--- config.mk ---
export PLATFORM = sky130hd
export DESIGN_NAME = msws_queue
export DESIGN_NICKNAME = d
export VERILOG_FILES = /design/src/sv/msws_pkg.sv /design/src/sv/msws_queue.sv
export SDC_FILE = /design/constraint.sdc
export NUM_CORES = 1
export LEC_CHECK = 0
export BUFFER_PORTS_ARGS = -buffer_cell sky130_fd_sc_hd__buf_4
export CAP_MARGIN = 5
export CORE_ASPECT_RATIO = 0.5
export CORE_MARGIN = 2
export CORE_UTILIZATION = 35
export DETAILED_ROUTE_END_ITERATION = 8
export PLACE_DENSITY_LB_ADDON = 0.2
export SKIP_CTS_REPAIR_TIMING = 1
export SYNTH_ARGS = -nofsm -noshare
export SYNTH_HDL_FRONTEND = slang
export SYNTH_SLANG_ARGS = --single-unit
export TNS_END_PERCENT = 50
--- constraint.sdc ---
create_clock -name clk -period 6.7 [get_ports clk]
set_clock_uncertainty 0.2 [all_clocks]
set_input_delay 0.335 -clock clk [delete_from_list [all_inputs] [get_ports clk]]
set_output_delay 0.335 -clock clk [all_outputs]
set_load 0.03 [all_outputs]
--- src/sv/msws_pkg.sv ---
package msws_pkg;

    // Frame and window limits
    localparam int MAX_ROWS   = 1024;
    localparam int MAX_COLS   = 1024;
    localparam int MAX_WINDOW = 32;   // ring depth, kept a power of two

    // Field widths fixed by the port list
    localparam int PIX_W     = 8;
    localparam int DIM_W     = 11;
    localparam int WIN_W     = 6;
    localparam int ROW_W     = $clog2(MAX_ROWS);
    localparam int COL_W     = $clog2(MAX_COLS);
    localparam int SLOT_W    = $clog2(MAX_WINDOW);
    localparam int HIST_AW   = SLOT_W + COL_W;
    localparam int HIST_DEPTH = MAX_WINDOW * MAX_COLS;
    localparam int SUM_W     = 32;    // sums wrap modulo 2^32
    localparam int OUT_SUM_W = 18;

    // Configuration port
    localparam int CFG_IDX_W  = 2;
    localparam int CFG_DATA_W = DIM_W;
    localparam logic [CFG_IDX_W-1:0] REG_NUM_ROWS    = 2'd0;
    localparam logic [CFG_IDX_W-1:0] REG_ROW_LENGTH  = 2'd1;
    localparam logic [CFG_IDX_W-1:0] REG_WINDOW_SIZE = 2'd2;

    // Running sum update modes
    localparam logic [1:0] MODE_SET   = 2'd0;
    localparam logic [1:0] MODE_ADD   = 2'd1;
    localparam logic [1:0] MODE_SLIDE = 2'd2;

    // Queue between front and back
    localparam int QUEUE_DEPTH = 4;
    localparam int QPTR_W      = $clog2(QUEUE_DEPTH);
    localparam int QCNT_W      = $clog2(QUEUE_DEPTH + 1);

    typedef struct packed {
        logic [PIX_W-1:0]  pixel;
        logic [COL_W-1:0]  col;
        logic [SLOT_W-1:0] row_slot;
        logic [SLOT_W-1:0] old_slot;
        logic [COL_W-1:0]  back_col;
        logic [1:0]        col_mode;
        logic [1:0]        win_mode;
        logic              eligible;
        logic [ROW_W-1:0]  top;
        logic [COL_W-1:0]  left;
        logic              last;
        logic              clear_best;
    } msws_item_t;

    typedef struct packed {
        logic full;
        logic empty;
    } msws_qstat_t;

endpackage

--- src/sv/msws_queue.sv ---
module msws_queue
    import msws_pkg::*;
(
    input  logic        clk,
    input  logic        rst_n,
    input  logic        push,
    input  msws_item_t  item_in,
    input  logic        pop,
    output msws_item_t  item_out,
    output msws_qstat_t qstat
);

    msws_item_t         entries [QUEUE_DEPTH];
    logic [QPTR_W-1:0]  wr_ptr_reg;
    logic [QPTR_W-1:0]  rd_ptr_reg;
    logic [QCNT_W-1:0]  count_reg;
    logic [QCNT_W-1:0]  count_next;

    assign item_out    = entries[rd_ptr_reg];
    assign qstat.full  = count_reg == QCNT_W'(QUEUE_DEPTH);
    assign qstat.empty = count_reg == '0;

    always_ff @(posedge clk)
    begin
        if (push)
            entries[wr_ptr_reg] <= item_in;
    end

    always_comb
    begin
        case ({push, pop})
            2'b10:   count_next = count_reg + QCNT_W'(1);
            2'b01:   count_next = count_reg - QCNT_W'(1);
            default: count_next = count_reg;
        endcase
    end

    always_ff @(posedge clk or negedge rst_n)
    begin
        if (!rst_n)
        begin
            wr_ptr_reg <= '0;
            rd_ptr_reg <= '0;
            count_reg  <= '0;
        end
        else
        begin
            if (push)
                wr_ptr_reg <= wr_ptr_reg + QPTR_W'(1);
            if (pop)
                rd_ptr_reg <= rd_ptr_reg + QPTR_W'(1);
            count_reg <= count_next;
        end
    end

endmodule

# After elaboration in Yosys (flattened, before gate mapping)
# Memories as Yosys holds them, arrays and structs flattened.
# Index checks and enable logic that the tools add are counted.
[word_totals]
ram_bits = 260
inputBits = 69
n_memories = 1
reg_bits = 7
[memory_table]
columns = ["memory", "words", "width", "rd", "rd_clocked_by_memory_dff", "wr", "line_no", "rtl"]
rows = [
  ["entries", 4, 65, 1, 0, 1, "msws_queue.sv:13", "msws_item_t entries [QUEUE_DEPTH];"],
]
[op_classes]
reduce_logical = 2
n_eq_ne = 3
addsub = 4
muxes = 3
[ops]
columns = ["op", "n"]
rows = [
  ["one-hot mux 3 bit (2 select lines)", 1],
  ["adder 2 x 1 -> 2 bit (second input constant)", 2],
  ["adder 3 x 1 -> 3 bit (second input constant)", 1],
  ["== test 3 bit (second input constant)", 1],
  ["logical NOT 3 bit", 1],
  ["subtractor 3 x 1 -> 3 bit (second input constant)", 1],
  ["== test 2 x 1 -> 1 bit (second input constant)", 1],
  ["== test 2 bit (second input constant)", 1],
  ["2-to-1 mux 1 bit", 2],
  ["nonzero test 2 bit", 1],
]

# Longest topological paths before layout
[logic_depth]
ltp_word = 2
ltp_mapped = 7
ltp_nobuf = 7

# Worst setup path before layout
# Ideal clock, no wire load.
[synth_timing]
path_type = "reg-to-reg"
from = "reg wr_ptr_reg[0]"
to = "mem entries[0][0] in the netlist's numbering (enable)"
arrival_time_ns = 2.149
setup_time_ns = 0.430
path_slack_ns = 3.922
n_path_buf = 0
stages_incl_launch_ff = 4
period_less_slack_ns = 2.778
path_cell_list = "dfrtp_1 -> inv_1 -> ha_1 -> and2_1"
[synth_lines]
columns = ["item", "line_no", "rtl"]
rows = [
  ["start: declaration", "msws_queue.sv:14", "logic [QPTR_W-1:0] wr_ptr_reg;"],
  ["start signal: assignment", "msws_queue.sv:49", "wr_ptr_reg <= wr_ptr_reg + QPTR_W'(1);"],
  ["end: declaration", "msws_queue.sv:13", ""],
]
# Straight into the memory's write port.

==> Flow_metrics.wiki <==
{| class="wikitable"
! Metric !! Value
|-
| Status || finished, final reports clean
|-
| Via count normalized by instance count || ~4.6
|-
| Max rail drop VDD || between 0.2 and 0.25 mV
|-
| Most frequent cell on the critical path || buf_4
|-
| Proportion of synthesized area in mux cells || 0.1492
|-
| Mean area per synthesized cell || ~26 um2
|-
| WL per Instance || about 19 um
|-
| Arrival time at the worst endpoint || about 3.0 ns
|-
| Number of filler instances in the final layout || roughly 2,400
|-
| Area inside the core boundary || between 0.02 and 0.03 mm2
|-
| MaxCap Viol Count || 0
|-
| Hold/Removal Path Class || flop to flop
|-
| Critical-path top delay cell || buf_4
|-
| Number of instances in the synthesized netlist || between 300 and 400
|-
| Number of nets in the finished design || about 670
|-
| Core Util, Final || 0.4573
|-
| Number of antenna violations at the first check in global routing || 0
|-
| WL final || between 15,000 and 20,000 um
|-
| P_leak || roughly 4.3 nW
|-
| Antenna Diode Count || 0
|-
| Critical path launch point || rd_ptr_reg[0]$_DFFE_PN0P_
|-
| Final Wtd Congestion || 0.6530
|-
| Share of layout cells above drive strength 1 || 0.3984
|-
| Buffers from clock root to sink, at most || 3
|-
| Proportion of synthesized chip area in sequential cells || 0.8136
|-
| Slew at the pin with the worst max-slew slack || roughly 1.1 ns
|-
| Gr usage total || 0.1298
|-
| Global route hottest layer || met2
|-
| Width of the chip || about 240 um
|-
| Clock tree from TritonCTS || yes
|-
| Worst Path Class, Setup || flop to output pin
|-
| Number of cells traversed by the worst register-to-register path || 4
|-
| Count of vias placed by the detailed router || 4,544
|-
| Hold slack final || a little under 0.3 ns
|-
| Synthesized-area fraction occupied by ao, oa, aoi and oai cells || 0.001020
|-
| Final antenna-violating net count || 0
|-
| Critical Path Source Type || flop
|-
| Die outline area || 0.02947 mm2
|-
| Final hold violation count || 0
|-
| Adder and majority cell fraction of the synthesized area || 0.008416
|-
| Top Ports || 136
|-
| Post-synthesis xor/xnor area fraction || 0.005356
|-
| Fraction of met3 tracks used by global routing || 0.02834
|-
| Critical-path cell list || buf_4 > mux4_2 > buf_4
|-
| Met2 Use GR || 0.2266
|-
| Number of global-route vias before repair || 4,776
|-
| Effective utilization at floorplan || 0.3548
|-
| Areal power density over the cells || 444.6 mW/mm2
|-
| Pre-CTS setup slack || about 3.6 ns
|-
| Count of port buffers added during placement || between 100 and 150
|-
| Critical register-to-register path endpoint || entries[0][42]$_DFFE_PP_
|-
| Hold Path Cell Cnt || 1
|-
| Endpoint kind of the worst setup timing path || output pin
|-
| Clock Sinks || roughly 270
|-
| Required @ worst endpoint || 6.16 ns
|-
| Critical path fanouts, max || between 40 and 50
|-
| Ys Warns || 0
|-
| Placed standard-cell area || between 0.01 and 0.015 mm2
|-
| Overall overflow remaining after global route || 0
|-
| Wire length of the first global-routing pass || around 28,000 um
|-
| Post-route cell area || 0.01265 mm2
|-
| Area growth from synthesis to layout || 28.88%
|-
| Net count after synthesis || approximately 450
|-
| Final number of setup-violating endpoints || 0
|-
| Top library cells by usage in the layout, fill and taps aside || edfxtp_1, buf_4, dlygate4sd3_1
|-
| Die Height || about 120 um
|-
| Area share of and/or/nand/nor cells after synthesis || 0.005228
|-
| Clock root cell || clkbuf_16
|-
| Final Max Slew Viols || 0
|-
| Skew-Pair Late Insertion Delay || roughly 0.53 ns
|-
| Number of optimization iterations in the first detailed-route pass || 4
|-
| Met1 Track Usage GR || 0.1660
|-
| Violation count after the first detailed-routing iteration || between 200 and 250
|-
| Setup repair after global routing missed its margin || no
|-
| Setup ws final || roughly 3.2 ns
|-
| Maximum clock rate || around 0.29 GHz
|-
| Buffering stage count on the worst path with inverters included || 2
|-
| Post-synth design cell area || approximately 0.0098 mm2
|-
| Main combinational cell family by area after synthesis || multiplexers
|-
| Shortest period the worst path allows || approximately 3.5 ns
|-
| Worst rel slew slack || 0.2693
|-
| Worst path depth || 3
|-
| Flip-flop count of the largest register after layout || 260
|-
| Termination of the worst setup path || item_out[26]
|-
| Post-route DRC violation count || 0
|-
| Delay of the slowest cell on the worst path || 0.88 ns
|-
| Post-synthesis sequential element count || around 270
|-
| Clock H-tree levels || 1
|-
| Post-detailed-placement half-perimeter wirelength || a little over 10,000 um
|-
| # rows || 43
|-
| Family with the most delay on the worst path || buffers and inverters
|-
| Clock transition time at the flip-flop clock pins of the worst setup and hold paths || 0.06 ns
|-
| Worst r2r src || wr_ptr_reg[0]$_DFFE_PN0P_
|-
| TritonCTS Buffers || 25
|-
| Register-to-register setup slack || 4.36 ns
|-
| Count of cell types in the netlist || 19
|-
| Leading cell type in the layout, fill and taps excluded || edfxtp_1
|-
| Period Utilization, post-route || 0.5210
|-
| Pin count of the biggest net entering global routing || 67
|-
| Sum Neg Setup Slack || 0 ns
|}
[routing by layer]
| layer | vias to the layer above | share of wire |
|---|---|---|
| met4 | 0 | 0.018 |
| met1 | 2412 | 0.43 |
| li1 | 2042 | - |
| met5 | - | 0 |
| met2 | 63 | 0.51 |
| met3 | 27 | 0.035 |
[layout make-up]
cell class | instances | area (um2) | share of cell area
clock buffer | 33 | 655.6 | 0.05185
clock inverter | 11 | 87.58 | 0.006926
inverter | 6 | 22.52 | 0.001781
multi-input combinational | 89 | 1670 | 0.1321
sequential | 267 | 7990 | 0.6318
tap | 382 | 478.0 | 0.03780
timing repair buffer | 209 | 1742 | 0.1377
[worst min path at each step]
stage,start,end,slack [ns]
after floorplan,rst_n,count_reg[0]$_DFFE_PN0P_,-0.16
after global placement,rst_n,rd_ptr_reg[0]$_DFFE_PN0P_,-0.04
after detailed placement,rst_n,rd_ptr_reg[0]$_DFFE_PN0P_,-0.04
after CTS,rst_n,count_reg[1]$_DFFE_PN0P_,-0.62
after global routing,count_reg[2]$_DFFE_PN0P_,count_reg[2]$_DFFE_PN0P_,0.33
final,count_reg[2]$_DFFE_PN0P_,count_reg[2]$_DFFE_PN0P_,0.30
[cells by family after synthesis]
kind of cell,count (synthesis)
compound gates,2
flops,267
xor+xnor,6
buf+inv,21
fa+ha+maj,6
simple gates,10
mux,65
[cells in the mapped netlist]
cell	instances	share of area
nor2_1	1	0.00038
buf_2	5	0.0025
nand2_1	3	0.0011
buf_6	1	0.0011
clkbuf_1	2	0.00077
mux4_2	65	0.15
dfrtp_1	7	0.018
buf_4	3	0.0023
fa_1	1	0.0020
nor3_1	1	0.00051
buf_12	4	0.0082
xnor2_1	2	0.0018
edfxtp_1	260	0.80
xor2_1	4	0.0036
and2_1	4	0.0025
and3_1	1	0.00064
ha_1	5	0.0064
inv_1	6	0.0023
o21ai_0	2	0.0010
[through the flow]
stage / std cells / total power, mW
global placement: 884 / 4.358
detailed placement: 884 / 4.376
floorplan: 377 / 3.710
finish: 997 / 5.623
CTS: 928 / 5.714
global route: 997 / 5.896
[where the power goes]
group | internal, mW | switching [mW]
Clock | 0.729 | 0.587
Combinational | 0.824 | 1.10
Sequential | 2.19 | 0.195
Total | 3.74 | 1.88
Note: power is estimated with default switching activity, not from simulation.
