### config.mk
export PLATFORM = sky130hd
export DESIGN_NAME = msws_front
export DESIGN_NICKNAME = d
export VERILOG_FILES = /design/src/sv/msws_pkg.sv /design/src/sv/msws_front.sv
export SDC_FILE = /design/constraint.sdc
export NUM_CORES = 1
export LEC_CHECK = 0
export BUFFER_PORTS_ARGS = -buffer_cell sky130_fd_sc_hd__buf_2
export CORE_UTILIZATION = 58
export CTS_CLUSTER_DIAMETER = 50
export DETAILED_ROUTE_END_ITERATION = 10
export PLACE_DENSITY = 0.79
export SLEW_MARGIN = 20
export SYNTH_ARGS = -nofsm -noshare
export SYNTH_HDL_FRONTEND = slang
export SYNTH_SLANG_ARGS = --single-unit
### constraint.sdc
create_clock -name clk -period 8.2 [get_ports clk]
set_input_delay 0.41 -clock clk [delete_from_list [all_inputs] [get_ports clk]]
set_output_delay 0.41 -clock clk [all_outputs]
set_load 0.02 [all_outputs]
### src/sv/msws_pkg.sv
package msws_pkg;

    // Frame and window limits
    localparam int MAX_ROWS   = 1024;
    localparam int MAX_COLS   = 1024;
    localparam int MAX_WINDOW = 32;   // ring depth, kept a power of two

    // Field widths fixed by the port list
    localparam int PIX_W     = 8;
    localparam int DIM_W     = 11;
    localparam int WIN_W     = 6;
    localparam int ROW_W     = $clog2(MAX_ROWS);
    localparam int COL_W     = $clog2(MAX_COLS);
    localparam int SLOT_W    = $clog2(MAX_WINDOW);
    localparam int HIST_AW   = SLOT_W + COL_W;
    localparam int HIST_DEPTH = MAX_WINDOW * MAX_COLS;
    localparam int SUM_W     = 32;    // sums wrap modulo 2^32
    localparam int OUT_SUM_W = 18;

    // Configuration port
    localparam int CFG_IDX_W  = 2;
    localparam int CFG_DATA_W = DIM_W;
    localparam logic [CFG_IDX_W-1:0] REG_NUM_ROWS    = 2'd0;
    localparam logic [CFG_IDX_W-1:0] REG_ROW_LENGTH  = 2'd1;
    localparam logic [CFG_IDX_W-1:0] REG_WINDOW_SIZE = 2'd2;

    // Running sum update modes
    localparam logic [1:0] MODE_SET   = 2'd0;
    localparam logic [1:0] MODE_ADD   = 2'd1;
    localparam logic [1:0] MODE_SLIDE = 2'd2;

    // Queue between front and back
    localparam int QUEUE_DEPTH = 4;
    localparam int QPTR_W      = $clog2(QUEUE_DEPTH);
    localparam int QCNT_W      = $clog2(QUEUE_DEPTH + 1);

    typedef struct packed {
        logic [PIX_W-1:0]  pixel;
        logic [COL_W-1:0]  col;
        logic [SLOT_W-1:0] row_slot;
        logic [SLOT_W-1:0] old_slot;
        logic [COL_W-1:0]  back_col;
        logic [1:0]        col_mode;
        logic [1:0]        win_mode;
        logic              eligible;
        logic [ROW_W-1:0]  top;
        logic [COL_W-1:0]  left;
        logic              last;
        logic              clear_best;
    } msws_item_t;

    typedef struct packed {
        logic full;
        logic empty;
    } msws_qstat_t;

endpackage

### src/sv/msws_front.sv
module msws_front
    import msws_pkg::*;
(
    input  logic                  clk,
    input  logic                  rst_n,
    input  logic                  cfg_write,
    input  logic [CFG_IDX_W-1:0]  cfg_index,
    input  logic [CFG_DATA_W-1:0] cfg_data,
    input  logic                  in_valid,
    output logic                  in_ready,
    input  logic [PIX_W-1:0]      pixel,
    input  msws_qstat_t           qstat,
    output logic                  push,
    output msws_item_t            item
);

    logic [DIM_W-1:0] num_rows_reg;
    logic [DIM_W-1:0] row_length_reg;
    logic [WIN_W-1:0] window_size_reg;
    logic [DIM_W-1:0] row_pos_reg;
    logic [DIM_W-1:0] col_pos_reg;
    logic [DIM_W-1:0] row_pos_next;
    logic [DIM_W-1:0] col_pos_next;

    logic [DIM_W-1:0] rows;
    logic [DIM_W-1:0] cols;
    logic [DIM_W-1:0] ws_ext;
    logic             ws_ok;
    logic             wrap_col;
    logic             over;
    logic [DIM_W-1:0] row_adv;
    logic [DIM_W-1:0] col_adv;
    logic [DIM_W-1:0] r_full;
    logic [DIM_W-1:0] c_full;
    logic [DIM_W-1:0] r1;
    logic [DIM_W-1:0] c1;
    logic [DIM_W-1:0] top_full;
    logic [DIM_W-1:0] left_full;
    logic [DIM_W-1:0] old_full;
    logic [DIM_W-1:0] back_full;
    logic             last;

    assign in_ready = !qstat.full;
    assign push     = in_valid && in_ready;

    always_ff @(posedge clk or negedge rst_n)
    begin
        if (!rst_n)
        begin
            num_rows_reg    <= DIM_W'(MAX_ROWS);
            row_length_reg  <= DIM_W'(MAX_COLS);
            window_size_reg <= WIN_W'(1);
        end
        else if (cfg_write)
        begin
            unique case (cfg_index)
                REG_NUM_ROWS:    num_rows_reg    <= cfg_data;
                REG_ROW_LENGTH:  row_length_reg  <= cfg_data;
                REG_WINDOW_SIZE: window_size_reg <= cfg_data[WIN_W-1:0];
                default:         ;
            endcase
        end
    end

    always_comb
    begin
        rows = num_rows_reg;
        if (num_rows_reg == '0)
            rows = DIM_W'(1);
        else if (num_rows_reg > DIM_W'(MAX_ROWS))
            rows = DIM_W'(MAX_ROWS);

        cols = row_length_reg;
        if (row_length_reg == '0)
            cols = DIM_W'(1);
        else if (row_length_reg > DIM_W'(MAX_COLS))
            cols = DIM_W'(MAX_COLS);

        ws_ext = DIM_W'(window_size_reg);
        ws_ok  = (window_size_reg != '0) && (window_size_reg <= WIN_W'(MAX_WINDOW));

        // wrap to the next row, then to a new frame if the rows ran out
        wrap_col = col_pos_reg >= cols;
        row_adv  = wrap_col ? row_pos_reg + DIM_W'(1) : row_pos_reg;
        col_adv  = wrap_col ? '0 : col_pos_reg;
        over     = row_adv >= rows;
        r_full   = over ? '0 : row_adv;
        c_full   = over ? '0 : col_adv;

        r1        = r_full + DIM_W'(1);
        c1        = c_full + DIM_W'(1);
        last      = (r1 >= rows) && (c1 >= cols);
        top_full  = r1 - ws_ext;
        left_full = c1 - ws_ext;
        old_full  = r_full - ws_ext;
        back_full = c_full - ws_ext;

        item.pixel      = pixel;
        item.col        = c_full[COL_W-1:0];
        item.row_slot   = r_full[SLOT_W-1:0];
        item.old_slot   = old_full[SLOT_W-1:0];
        item.back_col   = back_full[COL_W-1:0];
        item.eligible   = ws_ok && (r1 >= ws_ext) && (c1 >= ws_ext);
        item.top        = top_full[ROW_W-1:0];
        item.left       = left_full[COL_W-1:0];
        item.last       = last;
        item.clear_best = over;

        if (r_full == '0)
            item.col_mode = MODE_SET;
        else if (!ws_ok || (r_full < ws_ext))
            item.col_mode = MODE_ADD;
        else
            item.col_mode = MODE_SLIDE;

        if (c_full == '0)
            item.win_mode = MODE_SET;
        else if (!ws_ok || (c_full < ws_ext))
            item.win_mode = MODE_ADD;
        else
            item.win_mode = MODE_SLIDE;

        row_pos_next = last ? '0 : r_full;
        col_pos_next = last ? '0 : c1;
    end

    always_ff @(posedge clk or negedge rst_n)
    begin
        if (!rst_n)
        begin
            row_pos_reg <= '0;
            col_pos_reg <= '0;
        end
        else if (push)
        begin
            row_pos_reg <= row_pos_next;
            col_pos_reg <= col_pos_next;
        end
    end

endmodule

# [After elaboration in Yosys (flattened, before gate mapping)]
# Index checks and enable logic that the tools add are counted.
[totals] input_bits=27 elab_cells=57 output_inout_bits=67 reg_bits=50
[op_classes] addsub=7 eq_ne=2 order_cmp=11 muxes=14 reduce_logical=18
[op_table] operator="2-to-1 mux 11 bit" n=10
[op_table] operator=">= comparator 11 bit" n=4
[op_table] operator="logical NOT 11 bit" n=4
[op_table] operator="adder 11 x 1 -> 11 bit, second input constant" n=3
[op_table] operator="subtractor 10 x 6 -> 10 bit" n=3
[op_table] operator=">= comparator 11 x 6 -> 1 bit" n=2
[op_table] operator="> comparator 11 bit, second input constant" n=2
[op_table] operator="less-than comparator 11 x 6 -> 1 bit" n=2
[op_table] operator="2-to-1 mux 2 bit" n=4
[op_table] operator="less-or-equal comparator 6 bit, second input constant" n=1
[op_table] operator="AND reduction 2 bit" n=3
[op_table] operator="nonzero test 6 bit" n=1
[op_table] operator="logical AND 1 bit" n=5
[op_table] operator="subtractor 5 bit" n=1
[op_table] operator="equality test 2 x 1 -> 1 bit, second input constant" n=1
[op_table] operator="equality test 2 bit, second input constant" n=1
[op_table] operator="logical NOT 1 bit" n=2
[op_table] operator="logical NOT 2 bit" n=1
[op_table] operator="logical OR 1 bit" n=2

# [Longest topological paths before layout]
[depth] word_depth=11 ltp_mapped=37 depth_no_buf=35

# [Worst setup path after synthesis]
# OpenSTA, ideal clock, no wires.
[synth_path] path_kind="register to output" start="register row_length_reg[3]" end="output port item[1] in the netlist's numbering" n_path_buf=4 slack_ns=0.782 t_arrival_ns=7.008 required_time_ns=7.790 path_stages_with_launch=36 cell_sequence="dfrtp_1 > nor4_1 > a31oi_1 > nor2_1 > ha_1 > nand2b_1 > a2111oi_0 > or3_1 > and2_1 > buf_2 > nor2_1 > xnor2_1 > inv_1 > ha_1 > and4_1 > o21ai_0 > o221ai_1 > a221oi_2 > inv_1 > clkbuf_1 > nor2_1 > ha_1 > nor4bb_1 > nand3_1 > a22oi_1 > a211oi_1 > nor4_4 > nand3_1 > xor2_1 > ha_1 > nor2b_1 > a2111oi_0 > a21oi_1 > o31a_1 > clkbuf_1 > buf_4"
[synth_rtl] item="from (decl)" line_no="msws_front.sv:18" text="logic [DIM_W-1:0] row_length_reg;"
[synth_rtl] item="from (signal assigned)" line_no="msws_front.sv:51" text="row_length_reg <= DIM_W'(MAX_COLS);"
[synth_rtl] item="from (signal assigned)" line_no="msws_front.sv:58" text="REG_ROW_LENGTH: row_length_reg <= cfg_data;"
[synth_rtl] item="to (decl)" line_no="msws_front.sv:14" text="output msws_item_t item"

==> impl_results.md <==
- Cell count of the worst reg-to-reg path: 33
- Largest net degree at the start of global routing: 51
- Total grt overflow: 0
- Slew @ Worst Pin: 0.648 ns
- Post-Route WL: 14600 um
- Crit end category: primary output
- Combinational cell fraction of total power: 75.7%
- Sw Share: 53.8%
- Die area: 0.00945 mm2
- Outcome: finished clean
- I/O Buffers: 76
- Worst stage delay on the critical path: 0.42 ns
- Fraction of registers with async set/reset: 100%
- Clock share of power: 7.3%
- Gpl congestion: 0.942
- Ratio of cells with drive above 1 in the final layout: 23.2%
- Synth warn: 0
- Data required, critical path: 7.79 ns
- Worst vdd ir: 265 uV
- CTS Sinks: 50
- Post-DP HPWL: 11700 um
- Antenna violations before repair: 0
- Pins Over Slew Limit: 0
- Fin. Hold Viols: 0
- Syn Area/Cell: 8.64 um2
- Die H: 97.2 um
- Nets: 773
- Leakage power: 2.91 nW
- Drt drc: 0
- Critical path type: reg -> out
- Max-slew headroom: 56.5%
- Max clock buf depth: 2
- Slowest stage cell, crit path: dfrtp_1
- Flop pwr share: 17.0%
- Num rows: 34
- Area of the core: 0.00876 mm2
- Reg clk slew, reported paths: 0.11 ns
- Final setup fails: 0
- Synth Instances: 609
- Fmax: 0.128 GHz
- Vias per cell: 6.07
- Final total negative setup slack: 0 ns
- H-tree depth: 2
- Placed cell areas: 0.00569 mm2
- Initial Util: 60.0%
- Tmin final: 7.79 ns
- Unrepaired setup endpoints after global routing: no
- Syn Nets: 712
- Worst min path class: in -> async
- Pre-CTS WS: 0.339 ns
- Num CTS Buffers: 5
- PwrDens: 361 mW/mm2
- Iteration-0 DRC Markers: 300
- Post-CTS setup buffers: 0
- Seq cells post-synth: 50
- Max_cap viols: 0
- CP Launch Type: flip-flop
- Hold buffer count at CTS: 0
- N_diodes: 0
- Finished Cell Area: 0.00586 mm2
- Chip width: 97.2 um
- Worst-skew pair later-pin latency: 0.32 ns
- CP arrival: 7.38 ns
- Register area share after synthesis: 23.9%
- Clock tree root driver cell: clkbuf_8
- Routed len/inst: 18.7 um
- CP max FO: 10
- CTS resizes: 0
- Final WS setup: 0.405 ns
- Mapped Area: 0.00526 mm2
- Number of flops mapped to enable cells by yosys: 0
- DRT antenna net count: 0
- Top_reg_cell synth: dfrtp_1
- Psw: 1.14 mW
- Io pins: 94
- First-pass GRT wire length: 23400 um
- CTS tree: yes
- First-pass DRT Iterations: 5
- Total number of vias: 4729
- Fillcell total: 746
- Total GRT Usage: 31.4%
- Final Cycle Share: 95.1%
- Worst Skew: 0.0139 ns
- Yosys cell types: 73
- Area Overhead vs Synth: 11.5%
- Internal cell power: 0.978 mW
- Final Util: 66.9%
- Vias in the first global route: 4579
- CP dominant cell by count: ha_1
## layout by cell type, fill, tap and decap left out, types with 6 or more instances in the layout
master,synthesis,layout
nand2_1,77,76
o21ai_0,20,20
a21o_1,11,11
buf_2,2,76
xnor2_1,29,28
dfrtp_1,47,47
nand4_1,8,8
nor2_1,38,36
nor4_1,8,8
buf_4,10,13
and3_1,9,9
o31ai_1,7,7
mux2_2,27,27
inv_1,37,37
nor2b_1,6,6
xor2_1,24,23
nand3_1,14,14
a21oi_1,30,30
o21a_1,8,8
ha_1,72,71
## cell usage after synthesis (all sizes together) (9+ instances only)
library cell	n	area share [%]
buf	13	1.8
nor2	39	2.8
nor4	9	1.4
a21o	11	1.6
nand2	77	5.5
clkbuf	22	1.6
and3	9	1.1
xor2	27	4.9
a21oi	31	3.0
inv	38	2.7
dfrtp	47	22
o21ai	22	2.2
mux2	27	5.8
nand3	14	1.3
xnor2	29	4.8
ha	72	17
## metal layers
layer  track usage, %  up-vias  wire (um)  part of all wire, %
li1                 -     2266          -                    -
met1             42.9     2243       6290                   43
met2             50.7      196       6920                   47
met3             5.68       24       1120                  7.7
met4             9.28        0        267                  1.8
met5                0        -          0                    0
## cells by family (layout without fill, tap and decap cells)
group / after synthesis / count (layout) / share of synthesized area, %
fa+ha+maj: 78 / 78 / 19.0
xor+xnor: 56 / 56 / 9.75
flops: 50 / 50 / 23.9
compound gates: 120 / 120 / 15.9
simple gates: 202 / 202 / 19.1
mux: 29 / 29 / 6.16
buf+inv: 74 / 136 / 6.18
## power by group through the flow
| stage | Clock (mW) | Combinational (mW) | Sequential (mW) |
|---|---|---|---|
| after floorplan | 0 | 1.14 | 0.335 |
| after global placement | 0 | 1.52 | 0.357 |
| after detailed placement | 0 | 1.56 | 0.361 |
| after CTS | 0.158 | 1.57 | 0.356 |
| after global routing | 0.167 | 1.74 | 0.368 |
| final | 0.156 | 1.60 | 0.359 |
## final cells by class
type	count	area, um2	share of cell area, %
repair buffers	89	478	8.15
well taps	108	135	2.30
inverters	39	150	2.56
multi-input cells	485	3750	64.0
clock inverters	3	26.3	0.448
clock buffers	5	68.8	1.17
flip-flops and latches	50	1250	21.4
## final timing paths
check / start / end / slack (ns)
setup reg to reg: row_length_reg[3] / row_pos_reg[9] / 0.61
hold reg to reg: window_size_reg[2] / window_size_reg[2] / 0.51
hold / removal: rst_n / col_pos_reg[6] / 0.18
setup / recovery: row_length_reg[3] / item[1] / 0.41
min in group clk: cfg_data[10] / num_rows_reg[10] / 0.34
max in group asynchronous: rst_n / num_rows_reg[7] / 7.58
## metrics by stage
step | power, mW | std cells | hold slack [ns]
final | 2.12 | 779 | 0.178
after global routing | 2.27 | 779 | 0.243
after CTS | 2.08 | 779 | 0.209
after detailed placement | 1.92 | 771 | 0.498
after global placement | 1.88 | 771 | 0.491
after floorplan | 1.48 | 609 | 0.114
## critical path, delay by kind of cell (launching register included)
| kind | cells | cell delay [ns] |
|---|---|---|
| xor+xnor | 1 | 0.19 |
| compound gates | 11 | 2.10 |
| buf+inv | 4 | 0.68 |
| fa+ha+maj | 4 | 1.08 |
| flops | 1 | 0.42 |
| simple gates | 12 | 2.57 |
Power figures use the tool's default switching activity.
